**src/rtl/heater_adc_average_pi_control_assert.svh**
```systemverilog
// ----------------------------------------------------------------------------
// Assertion macros for the heater ADC average and PI control block
// Concurrent assertion wrappers that vanish from synthesis builds.
// ----------------------------------------------------------------------------
`ifndef HEATER_ADC_AVERAGE_PI_CONTROL_ASSERT_SVH
`define HEATER_ADC_AVERAGE_PI_CONTROL_ASSERT_SVH

`ifndef SYNTHESIS
`define HAPC_ASSERT_SAME(label, clock, resetn, ante, cons) \
    label: assert property (@(posedge clock) disable iff (!resetn) (ante) |-> (cons)) \
        else $error("hapc: same-cycle check failed");
`define HAPC_ASSERT_NEXT(label, clock, resetn, ante, cons) \
    label: assert property (@(posedge clock) disable iff (!resetn) (ante) |=> (cons)) \
        else $error("hapc: next-cycle check failed");
`else
`define HAPC_ASSERT_SAME(label, clock, resetn, ante, cons)
`define HAPC_ASSERT_NEXT(label, clock, resetn, ante, cons)
`endif

`endif

```
**src/rtl/hapc_pkg.sv**
```systemverilog
// ----------------------------------------------------------------------------
// hapc_pkg
// Shared constants, codes and controller/datapath interface types.
// ----------------------------------------------------------------------------
`default_nettype none

package hapc_pkg;

    localparam int AVERAGE_DEPTH = 4;
    localparam int RING_SIZE     = 3 * AVERAGE_DEPTH;
    localparam int POS_W         = $clog2(RING_SIZE);
    localparam int SUM_W         = $clog2(AVERAGE_DEPTH * 1023 + 1);
    localparam int CNT_W         = (AVERAGE_DEPTH > 1) ? $clog2(AVERAGE_DEPTH) : 1;

    localparam int CFG_INDEX_W = 2;
    localparam int CFG_DATA_W  = 16;

    localparam logic [CFG_INDEX_W-1:0] REG_TARGET   = 2'd0;
    localparam logic [CFG_INDEX_W-1:0] REG_KI       = 2'd1;
    localparam logic [CFG_INDEX_W-1:0] REG_KP       = 2'd2;

    localparam logic [15:0] GAIN_RESET   = 16'd256;
    localparam int          TIP_MULT     = 113;
    localparam int          CURRENT_MULT = 113;
    localparam int          SUPPLY_MULT  = 629;
    localparam int          DIV5_RECIP   = 52429;
    localparam int          DIV125_RECIP = 8389;
    localparam int          CURRENT_MAX  = 1023;
    localparam int          SUPPLY_MAX   = 63;
    localparam int          POWER_MAX    = 31;

    typedef enum logic [1:0] {
        CH_TIP     = 2'd0,
        CH_CURRENT = 2'd1,
        CH_SUPPLY  = 2'd2
    } channel_t;

    typedef enum logic [3:0] {
        ST_IDLE,
        ST_PI_MUL,
        ST_PI_INT,
        ST_PI_OUT,
        ST_SUM,
        ST_SCALE,
        ST_DIVIDE,
        ST_POWER_MUL,
        ST_POWER_DIV,
        ST_FINISH
    } state_t;

    typedef struct packed {
        logic accept;
        logic pi_mul;
        logic pi_int;
        logic pi_out;
        logic acc_step;
        logic scale;
        logic divide;
        logic power_mul;
        logic power_div;
        logic out_load;
    } cmd_t;

    typedef struct packed {
        channel_t channel;
        logic     acc_last;
    } status_t;

endpackage

`default_nettype wire

```
**src/rtl/heater_adc_average_pi_control.sv**
```systemverilog
// Once a word is accepted the sequencer runs the PI multiply, integrate and output
// steps, then on the current and supply channels the 4-step channel sum over the
// sample ring's single read port, then scale, divide, power multiply, power divide
// and finish; the tip channel skips the sum. No new word is taken until the last has
// left finish, which waits while the output is stalled. Reset clears the sample
// ring, held values and integrator, resets the config registers and idles the block.
// ----------------------------------------------------------------------------
// heater_adc_average_pi_control
// Moving-average ADC front end with a saturating PI temperature loop.
// ----------------------------------------------------------------------------
`default_nettype none

module heater_adc_average_pi_control (
    input  wire logic                                clk,
    input  wire logic                                rst_n,
    input  wire logic                                cfg_write,
    input  wire logic [hapc_pkg::CFG_INDEX_W-1:0]    cfg_index,
    input  wire logic [hapc_pkg::CFG_DATA_W-1:0]     cfg_data,
    input  wire logic                                in_valid,
    output logic                                     in_stall,
    input  wire logic [9:0]                          adc_sample,
    input  wire logic signed [7:0]                   board_temperature,
    output logic                                     out_valid,
    input  wire logic                                out_stall,
    output logic [1:0]                               channel,
    output logic signed [23:0]                       heater_drive,
    output logic signed [11:0]                       tip_temperature,
    output logic [9:0]                               heater_current,
    output logic [5:0]                               supply_level,
    output logic [4:0]                               heater_power
);

    hapc_pkg::cmd_t    cmd;
    hapc_pkg::status_t status;

    hapc_controller u_controller (
        .clk       (clk),
        .rst_n     (rst_n),
        .in_valid  (in_valid),
        .in_stall  (in_stall),
        .out_valid (out_valid),
        .out_stall (out_stall),
        .status    (status),
        .cmd       (cmd)
    );

    hapc_datapath u_datapath (
        .clk               (clk),
        .rst_n             (rst_n),
        .cfg_write         (cfg_write),
        .cfg_index         (cfg_index),
        .cfg_data          (cfg_data),
        .adc_sample        (adc_sample),
        .board_temperature (board_temperature),
        .cmd               (cmd),
        .status            (status),
        .channel           (channel),
        .heater_drive      (heater_drive),
        .tip_temperature   (tip_temperature),
        .heater_current    (heater_current),
        .supply_level      (supply_level),
        .heater_power      (heater_power)
    );

endmodule

`default_nettype wire

```
**src/rtl/hapc_datapath.sv**
```systemverilog
// ----------------------------------------------------------------------------
// hapc_datapath
// Sample ring, channel averaging and scaling, PI arithmetic and result word.
// ----------------------------------------------------------------------------
`default_nettype none

module hapc_datapath (
    input  wire logic                                clk,
    input  wire logic                                rst_n,
    input  wire logic                                cfg_write,
    input  wire logic [hapc_pkg::CFG_INDEX_W-1:0]    cfg_index,
    input  wire logic [hapc_pkg::CFG_DATA_W-1:0]     cfg_data,
    input  wire logic [9:0]                          adc_sample,
    input  wire logic signed [7:0]                   board_temperature,
    input  wire hapc_pkg::cmd_t                      cmd,
    output hapc_pkg::status_t                        status,
    output logic [1:0]                               channel,
    output logic signed [23:0]                       heater_drive,
    output logic signed [11:0]                       tip_temperature,
    output logic [9:0]                               heater_current,
    output logic [5:0]                               supply_level,
    output logic [4:0]                               heater_power
);

    localparam int POS_W = hapc_pkg::POS_W;
    localparam int SUM_W = hapc_pkg::SUM_W;
    localparam int CNT_W = hapc_pkg::CNT_W;

    logic [9:0]                 target_reg;
    logic [15:0]                ki_reg;
    logic [15:0]                kp_reg;

    logic [9:0]                 ring_reg [hapc_pkg::RING_SIZE];
    logic [POS_W-1:0]           pos_reg;
    hapc_pkg::channel_t         ch_pos_reg;
    hapc_pkg::channel_t         channel_reg;
    logic [9:0]                 adc_reg;
    logic signed [7:0]          board_reg;

    logic signed [11:0]         held_tip_reg;
    logic signed [31:0]         integ_reg;
    logic [9:0]                 held_current_reg;
    logic [5:0]                 held_supply_reg;

    logic signed [29:0]         prod_i_reg;
    logic signed [29:0]         prod_p_reg;
    logic signed [23:0]         drive_reg;
    logic [SUM_W-1:0]           acc_reg;
    logic [POS_W-1:0]           rd_ptr_reg;
    logic [CNT_W-1:0]           cnt_reg;
    logic [SUM_W-1:0]           scaled_reg;
    logic [15:0]                pprod_reg;
    logic [4:0]                 power_reg;

    logic [1:0]                 out_channel_reg;
    logic signed [23:0]         out_drive_reg;
    logic signed [11:0]         out_tip_reg;
    logic [9:0]                 out_current_reg;
    logic [5:0]                 out_supply_reg;
    logic [4:0]                 out_power_reg;

    logic [POS_W-1:0]           pos_next;
    hapc_pkg::channel_t         ch_pos_next;
    logic signed [12:0]         err;
    logic signed [29:0]         prod_i_next;
    logic signed [29:0]         prod_p_next;
    logic signed [32:0]         integ_sum;
    logic signed [31:0]         integ_next;
    logic signed [32:0]         pi_sum;
    logic signed [32:0]         pi_biased;
    logic signed [24:0]         pi_quot;
    logic signed [23:0]         drive_next;
    logic [16:0]                tip_mul;
    logic signed [11:0]         tip_next;
    logic [SUM_W+6:0]           cur_mul;
    logic [SUM_W+9:0]           sup_mul;
    logic [SUM_W-1:0]           scaled_next;
    logic [SUM_W+15:0]          div5_mul;
    logic [31:0]                cur_wide;
    logic [31:0]                sup_wide;
    logic [26:0]                div125_mul;
    logic [6:0]                 power_wide;
    logic [SUM_W-1:0]           acc_next;

    always_comb
    begin
        if (pos_reg == POS_W'(hapc_pkg::RING_SIZE - 1))
        begin
            pos_next = '0;
        end
        else
        begin
            pos_next = pos_reg + POS_W'(1);
        end
        unique case (ch_pos_reg)
            hapc_pkg::CH_TIP:     ch_pos_next = hapc_pkg::CH_CURRENT;
            hapc_pkg::CH_CURRENT: ch_pos_next = hapc_pkg::CH_SUPPLY;
            default:              ch_pos_next = hapc_pkg::CH_TIP;
        endcase
    end

    always_comb
    begin
        err         = $signed({3'b000, target_reg}) - {held_tip_reg[11], held_tip_reg};
        prod_i_next = $signed({1'b0, ki_reg}) * err;
        prod_p_next = $signed({1'b0, kp_reg}) * err;

        integ_sum = {integ_reg[31], integ_reg} + {{3{prod_i_reg[29]}}, prod_i_reg};
        if (integ_sum[32] != integ_sum[31])
        begin
            integ_next = integ_sum[32] ? 32'sh8000_0000 : 32'sh7FFF_FFFF;
        end
        else
        begin
            integ_next = integ_sum[31:0];
        end

        pi_sum    = {integ_reg[31], integ_reg} + {{3{prod_p_reg[29]}}, prod_p_reg};
        pi_biased = pi_sum + (pi_sum[32] ? 33'sd255 : 33'sd0);
        pi_quot   = pi_biased[32:8];
        if (pi_quot[24] != pi_quot[23])
        begin
            drive_next = pi_quot[24] ? 24'sh80_0000 : 24'sh7F_FFFF;
        end
        else
        begin
            drive_next = pi_quot[23:0];
        end
    end

    always_comb
    begin
        tip_mul  = {7'b0, adc_reg} * 17'(hapc_pkg::TIP_MULT);
        tip_next = $signed({2'b00, tip_mul[16:7]}) + {{4{board_reg[7]}}, board_reg};

        acc_next = acc_reg + SUM_W'(ring_reg[rd_ptr_reg]);

        cur_mul = {7'b0, acc_reg} * (SUM_W+7)'(hapc_pkg::CURRENT_MULT);
        sup_mul = {10'b0, acc_reg} * (SUM_W+10)'(hapc_pkg::SUPPLY_MULT);
        if (channel_reg == hapc_pkg::CH_CURRENT)
        begin
            scaled_next = cur_mul[SUM_W+6:7];
        end
        else
        begin
            scaled_next = SUM_W'(sup_mul[SUM_W+9:16]);
        end

        div5_mul = {16'b0, scaled_reg} * (SUM_W+16)'(hapc_pkg::DIV5_RECIP);
        cur_wide = 32'(div5_mul[SUM_W+15:18]);
        sup_wide = 32'(scaled_reg);

        div125_mul = {14'b0, pprod_reg[15:3]} * 27'(hapc_pkg::DIV125_RECIP);
        power_wide = div125_mul[26:20];
    end

    always_ff @(posedge clk or negedge rst_n)
    begin
        if (!rst_n)
        begin
            target_reg <= '0;
            ki_reg     <= hapc_pkg::GAIN_RESET;
            kp_reg     <= hapc_pkg::GAIN_RESET;
        end
        else if (cfg_write)
        begin
            unique case (cfg_index)
                hapc_pkg::REG_TARGET: target_reg <= cfg_data[9:0];
                hapc_pkg::REG_KI:     ki_reg     <= cfg_data;
                hapc_pkg::REG_KP:     kp_reg     <= cfg_data;
                default:              ;
            endcase
        end
    end

    always_ff @(posedge clk or negedge rst_n)
    begin
        if (!rst_n)
        begin
            for (int i = 0; i < hapc_pkg::RING_SIZE; i++)
            begin
                ring_reg[i] <= '0;
            end
            pos_reg          <= '0;
            ch_pos_reg       <= hapc_pkg::CH_TIP;
            held_tip_reg     <= '0;
            integ_reg        <= '0;
            held_current_reg <= '0;
            held_supply_reg  <= '0;
        end
        else
        begin
            if (cmd.accept)
            begin
                ring_reg[pos_reg] <= adc_sample;
                pos_reg           <= pos_next;
                ch_pos_reg        <= ch_pos_next;
            end
            if (cmd.pi_int)
            begin
                integ_reg <= integ_next;
            end
            if (cmd.scale && channel_reg == hapc_pkg::CH_TIP)
            begin
                held_tip_reg <= tip_next;
            end
            if (cmd.divide && channel_reg == hapc_pkg::CH_CURRENT)
            begin
                held_current_reg <= (cur_wide > 32'(hapc_pkg::CURRENT_MAX)) ?
                                    10'(hapc_pkg::CURRENT_MAX) : cur_wide[9:0];
            end
            if (cmd.divide && channel_reg == hapc_pkg::CH_SUPPLY)
            begin
                held_supply_reg <= (sup_wide > 32'(hapc_pkg::SUPPLY_MAX)) ?
                                   6'(hapc_pkg::SUPPLY_MAX) : sup_wide[5:0];
            end
        end
    end

    always_ff @(posedge clk)
    begin
        if (cmd.accept)
        begin
            adc_reg     <= adc_sample;
            board_reg   <= board_temperature;
            channel_reg <= ch_pos_reg;
        end
        if (cmd.pi_mul)
        begin
            prod_i_reg <= prod_i_next;
            prod_p_reg <= prod_p_next;
        end
        if (cmd.pi_out)
        begin
            drive_reg  <= drive_next;
            acc_reg    <= '0;
            rd_ptr_reg <= POS_W'(channel_reg);
            cnt_reg    <= '0;
        end
        if (cmd.acc_step)
        begin
            acc_reg    <= acc_next;
            rd_ptr_reg <= rd_ptr_reg + POS_W'(3);
            cnt_reg    <= cnt_reg + CNT_W'(1);
        end
        if (cmd.scale)
        begin
            scaled_reg <= scaled_next;
        end
        if (cmd.power_mul)
        begin
            pprod_reg <= {6'b0, held_current_reg} * {10'b0, held_supply_reg};
        end
        if (cmd.power_div)
        begin
            power_reg <= (power_wide > 7'(hapc_pkg::POWER_MAX)) ?
                         5'(hapc_pkg::POWER_MAX) : power_wide[4:0];
        end
        if (cmd.out_load)
        begin
            out_channel_reg <= channel_reg;
            out_drive_reg   <= drive_reg;
            out_tip_reg     <= held_tip_reg;
            out_current_reg <= held_current_reg;
            out_supply_reg  <= held_supply_reg;
            out_power_reg   <= power_reg;
        end
    end

    assign status.channel  = channel_reg;
    assign status.acc_last = (cnt_reg == CNT_W'(hapc_pkg::AVERAGE_DEPTH - 1));

    assign channel         = out_channel_reg;
    assign heater_drive    = out_drive_reg;
    assign tip_temperature = out_tip_reg;
    assign heater_current  = out_current_reg;
    assign supply_level    = out_supply_reg;
    assign heater_power    = out_power_reg;

endmodule

`default_nettype wire

```
**src/rtl/hapc_controller.sv**
```systemverilog
// ----------------------------------------------------------------------------
// hapc_controller
// Sequencer that steps one word through the datapath and runs the handshakes.
// ----------------------------------------------------------------------------
`default_nettype none

`include "heater_adc_average_pi_control_assert.svh"

module hapc_controller (
    input  wire logic              clk,
    input  wire logic              rst_n,
    input  wire logic              in_valid,
    output logic                   in_stall,
    output logic                   out_valid,
    input  wire logic              out_stall,
    input  wire hapc_pkg::status_t status,
    output hapc_pkg::cmd_t         cmd
);

    hapc_pkg::state_t state_reg;
    hapc_pkg::state_t state_next;
    logic             out_valid_reg;
    logic             out_valid_next;
    logic             accept;
    logic             out_free;

    assign in_stall = (state_reg != hapc_pkg::ST_IDLE);
    assign accept   = in_valid && !in_stall;
    assign out_free = !out_valid_reg || !out_stall;

    always_comb
    begin
        state_next = state_reg;
        unique case (state_reg)
            hapc_pkg::ST_IDLE:
            begin
                if (accept)
                begin
                    state_next = hapc_pkg::ST_PI_MUL;
                end
            end
            hapc_pkg::ST_PI_MUL:    state_next = hapc_pkg::ST_PI_INT;
            hapc_pkg::ST_PI_INT:    state_next = hapc_pkg::ST_PI_OUT;
            hapc_pkg::ST_PI_OUT:
            begin
                if (status.channel == hapc_pkg::CH_TIP)
                begin
                    state_next = hapc_pkg::ST_SCALE;
                end
                else
                begin
                    state_next = hapc_pkg::ST_SUM;
                end
            end
            hapc_pkg::ST_SUM:
            begin
                if (status.acc_last)
                begin
                    state_next = hapc_pkg::ST_SCALE;
                end
            end
            hapc_pkg::ST_SCALE:     state_next = hapc_pkg::ST_DIVIDE;
            hapc_pkg::ST_DIVIDE:    state_next = hapc_pkg::ST_POWER_MUL;
            hapc_pkg::ST_POWER_MUL: state_next = hapc_pkg::ST_POWER_DIV;
            hapc_pkg::ST_POWER_DIV: state_next = hapc_pkg::ST_FINISH;
            hapc_pkg::ST_FINISH:
            begin
                if (out_free)
                begin
                    state_next = hapc_pkg::ST_IDLE;
                end
            end
            default:                state_next = hapc_pkg::ST_IDLE;
        endcase
    end

    always_comb
    begin
        cmd           = '0;
        cmd.accept    = accept;
        cmd.pi_mul    = (state_reg == hapc_pkg::ST_PI_MUL);
        cmd.pi_int    = (state_reg == hapc_pkg::ST_PI_INT);
        cmd.pi_out    = (state_reg == hapc_pkg::ST_PI_OUT);
        cmd.acc_step  = (state_reg == hapc_pkg::ST_SUM);
        cmd.scale     = (state_reg == hapc_pkg::ST_SCALE);
        cmd.divide    = (state_reg == hapc_pkg::ST_DIVIDE);
        cmd.power_mul = (state_reg == hapc_pkg::ST_POWER_MUL);
        cmd.power_div = (state_reg == hapc_pkg::ST_POWER_DIV);
        cmd.out_load  = (state_reg == hapc_pkg::ST_FINISH) && out_free;
    end

    always_comb
    begin
        if (cmd.out_load)
        begin
            out_valid_next = 1'b1;
        end
        else if (out_valid_reg && !out_stall)
        begin
            out_valid_next = 1'b0;
        end
        else
        begin
            out_valid_next = out_valid_reg;
        end
    end

    always_ff @(posedge clk or negedge rst_n)
    begin
        if (!rst_n)
        begin
            state_reg     <= hapc_pkg::ST_IDLE;
            out_valid_reg <= 1'b0;
        end
        else
        begin
            state_reg     <= state_next;
            out_valid_reg <= out_valid_next;
        end
    end

    assign out_valid = out_valid_reg;

    `HAPC_ASSERT_NEXT(a_accept_starts_pi, clk, rst_n, accept, state_reg == hapc_pkg::ST_PI_MUL)
    `HAPC_ASSERT_NEXT(a_sum_runs_to_end, clk, rst_n, state_reg == hapc_pkg::ST_SUM && !status.acc_last, state_reg == hapc_pkg::ST_SUM)
    `HAPC_ASSERT_SAME(a_load_only_when_free, clk, rst_n, cmd.out_load, !out_valid_reg || !out_stall)
    `HAPC_ASSERT_NEXT(a_load_raises_valid, clk, rst_n, cmd.out_load, out_valid_reg && state_reg == hapc_pkg::ST_IDLE)

endmodule

`default_nettype wire

```
**config.mk**
```make
export PLATFORM = sky130hd
export DESIGN_NAME = heater_adc_average_pi_control
export DESIGN_NICKNAME = d
export VERILOG_FILES = /design/src/rtl/hapc_pkg.sv /design/src/rtl/heater_adc_average_pi_control.sv /design/src/rtl/hapc_datapath.sv /design/src/rtl/hapc_controller.sv
export VERILOG_INCLUDE_DIRS = /design/src /design/src/rtl
export SDC_FILE = /design/constraint.sdc
export NUM_CORES = 2
export LEC_CHECK = 0
export CAP_MARGIN = 30
export CORE_ASPECT_RATIO = 1.25
export CORE_MARGIN = 4
export CORE_UTILIZATION = 60
export DETAILED_ROUTE_END_ITERATION = 10
export DONT_BUFFER_PORTS = 1
export HOLD_SLACK_MARGIN = 0.06
export PLACE_DENSITY = 0.76
export SLEW_MARGIN = 20
export SYNTH_ARGS = -nofsm -noshare
export SYNTH_HDL_FRONTEND = slang
export SYNTH_HIERARCHICAL = 1
export SYNTH_SLANG_ARGS = --single-unit
```
**constraint.sdc**
```tcl
create_clock -name clk -period 10.8 [get_ports clk]
set_input_delay 2.16 -clock clk [delete_from_list [all_inputs] [get_ports clk]]
set_output_delay 2.16 -clock clk [all_outputs]
set_load 0.02 [all_outputs]
```
==> impl_metrics.csv <==
group,metric,value,unit
clock_tree,clock-sinks,444,
clock_tree,clock_path_buffers,3,
sta,hold_viol,0,
routing,route.layer.met1.wl,39.0,mm
sta,setup_ws,1390,ps
sta,tns,0,ps
worst_setup_path,slowest_delay,700,ps
global_route,grt_use_total,24.3,%
yosys,synthFlopType,"dfrtp_1",
floorplanning,initial_core_util,60.9,%
yosys,async_flop_share,52.5,%
routing,drc,0,
worst_setup_path,arrival,9760,ps
clock_tree,htree_num_levels,2,
worst_setup_path,rr_worst_depth,33,
yosys,syn_inst,4370,
routing,wl_met3,4.52,mm
clock_tree,cts_setup_buffers,0,
sta,post-route-period-util,87.2,%
worst_setup_path,endpoint_kind,"flip-flop",
floorplanning,row_count,112,
yosys,seq_area_frac_synth,26.6,%
run,maxCapViolations,0,
clock_tree,cts_root_buffer,"clkbuf_16",
sta,worst_pin_slew,947,ps
yosys,syn_nets,5515,
global_route,grt_max_degree,234,
placement,gp_congestion,0.897,
sta,setup_viol,0,
worst_setup_path,critPathLaunchType,"flip-flop",
worst_setup_path,crit_required,11150,ps
routing,drt_first_pass_iters,5,
placement,place_ws,1460,ps
yosys,synth_area,45800,sq um
routing,vias_per_cell,5.75,
yosys,avgSynthCellArea,10.5,sq um
floorplanning,io_pins,102,
layout,syn2layout_area_growth,5.57,%
yosys,ys_warn_count,6,
worst_setup_path,cp_common_cell,"fa_1",
global_route,grt_pass1_vias,32352,
floorplanning,core,75100,sq um
routing,ant_nets,0,
clock_tree,clk_pin_slew,70,ps
worst_setup_path,critPathKind,"reg2reg",
clock_tree,cts.repair.resized,0,
placement,hpwl,75.0,mm
routing,wire_per_inst,17.9,um
floorplanning,die_h,317,um
global_route,antenna_found_initial,0,
min_path,holdPathStages,0,
worst_setup_path,slowest_stage,"xnor2_2",
yosys,ys_ff_latch,444,
yosys,synth_edf_count,211,
sta,rsz0062_at_grt,"no",
sta,slew_headroom,36.7,%
sta,maxClockFrequency,0.106,GHz
routing,drtIter0Drc,1466,
clock_tree,cts_buffers,47,
routing,wirelength,95.0,mm
layout,layout.nets,5451,
sta,skew,56.2,ps
layout,drive_above_1_share,8.95,%
clock_tree,postCtsHoldBufs,0,
layout,largest_reg_flops,120,
sta,period_needed,9410,ps
routing,highest_layer,"met4",
yosys,ys_types,94,
clock_tree,cts_tree,"done",
outcome,status,"finished clean",
floorplanning,die_area,80800,sq um
placement,portBuffers,0,
min_path,hp-class,"reg2reg",
floorplanning,fp.dieW,255,um
routing,wl_met2,48.9,mm
global_route,gr-total-overflow,0,
clock_tree,clock_latency,640,ps
routing,vias,30548,
worst_setup_path,crit_path_max_fanout,18,
sta,slew_viol_final,0,
global_route,grt_first_pass_wirelength,160,mm
worst_setup_path,rrSetupSlack,1390,ps
-- critical path: cells and delay by family (launching register included) --
family,cells,cell delay [ps]
AOI/OAI and AO/OA,16,3440
xor gates and xnor gates,2,800
adders and majority gates,8,3520
buffers and inverters,3,500
DFF,1,400
and+or+nand+nor,4,450
-- cell usage in the layout, fill, tap and decap left out, types with 69 or more instances in the layout --
master | Yosys | routed
a21o_1 | 69 | 69
dfrtp_1 | 231 | 231
nor2_1 | 162 | 157
fa_1 | 456 | 456
and2_1 | 128 | 128
inv_1 | 668 | 668
mux2_2 | 167 | 167
o21ai_0 | 133 | 133
edfxtp_1 | 211 | 211
a21oi_1 | 137 | 136
nand2_1 | 391 | 391
ha_1 | 648 | 648
xnor2_1 | 133 | 130
-- cells by family after synthesis --
kind of cell / Yosys count / synth area share (%)
XOR/XNOR: 189 / 3.62
AO/OA/AOI/OAI: 594 / 8.47
flip-flops: 444 / 26.6
AND/OR/NAND/NOR: 1011 / 10.9
buffers and inverters: 814 / 6.81
adder cells (fa/ha/maj): 1106 / 37.7
multiplexers: 212 / 5.90
-- Yosys cell counts (all sizes together) (128+ instances only) --
master / count / area (sq um)
nor2: 163 / 614
o21ai: 139 / 699
dfrtp: 231 / 5780
nand2: 391 / 1470
xnor2: 133 / 1160
clkbuf: 129 / 484
a21oi: 152 / 817
mux2: 168 / 1900
fa: 456 / 9130
ha: 648 / 8110
inv: 668 / 2510
edfxtp: 211 / 6340
and2: 128 / 801
-- path summary, 6_finish.rpt --
check,end,start
setup / recovery,u_datapath/prod_i_reg[28],u_datapath/held_tip_reg[1]
hold / removal,u_datapath/heater_drive[10],u_datapath/drive_reg[10]
setup reg to reg,u_datapath/prod_i_reg[28],u_datapath/held_tip_reg[1]
hold reg to reg,u_datapath/heater_drive[10],u_datapath/drive_reg[10]
max in group asynchronous,u_datapath/held_current_reg[2],rst_n
min in group asynchronous,u_datapath/integ_reg[25],rst_n
-- per-stage QoR --
stage          cell area, sq um  utilization [%]  cells  hold slack [ps]
2_1_floorplan             45800                -   4370              400
5_1_grt                   48300             64.3   5314              427
3_3_place_gp              46700             62.1   5220              404
6_report                  48300             64.3   5315              419
4_1_cts                   48300             64.3   5314              419
3_5_place_dp              46700             62.2   5226              405
-- final cells by class --
cell class	count	area, sq um
Clock inverter	24	297
Antenna cell	1	2.50
Fill cell	5843	26800
Multi-Input combinational cell	3112	30600
Inverter	668	2510
Tap cell	969	1210
Clock buffer	64	1280
Timing Repair Buffer	33	274
Sequential cell	444	12200
-- per-layer routing --
metal,vias to the layer above,track usage (%)
li1,14450,-
met1,15221,30.4
met2,689,43.9
met3,188,3.48
met4,0,7.08
met5,-,0
Power is left out: the tool's default activity adds up to more than one toggle a clock period on the data nets, which glitch-free logic cannot reach.
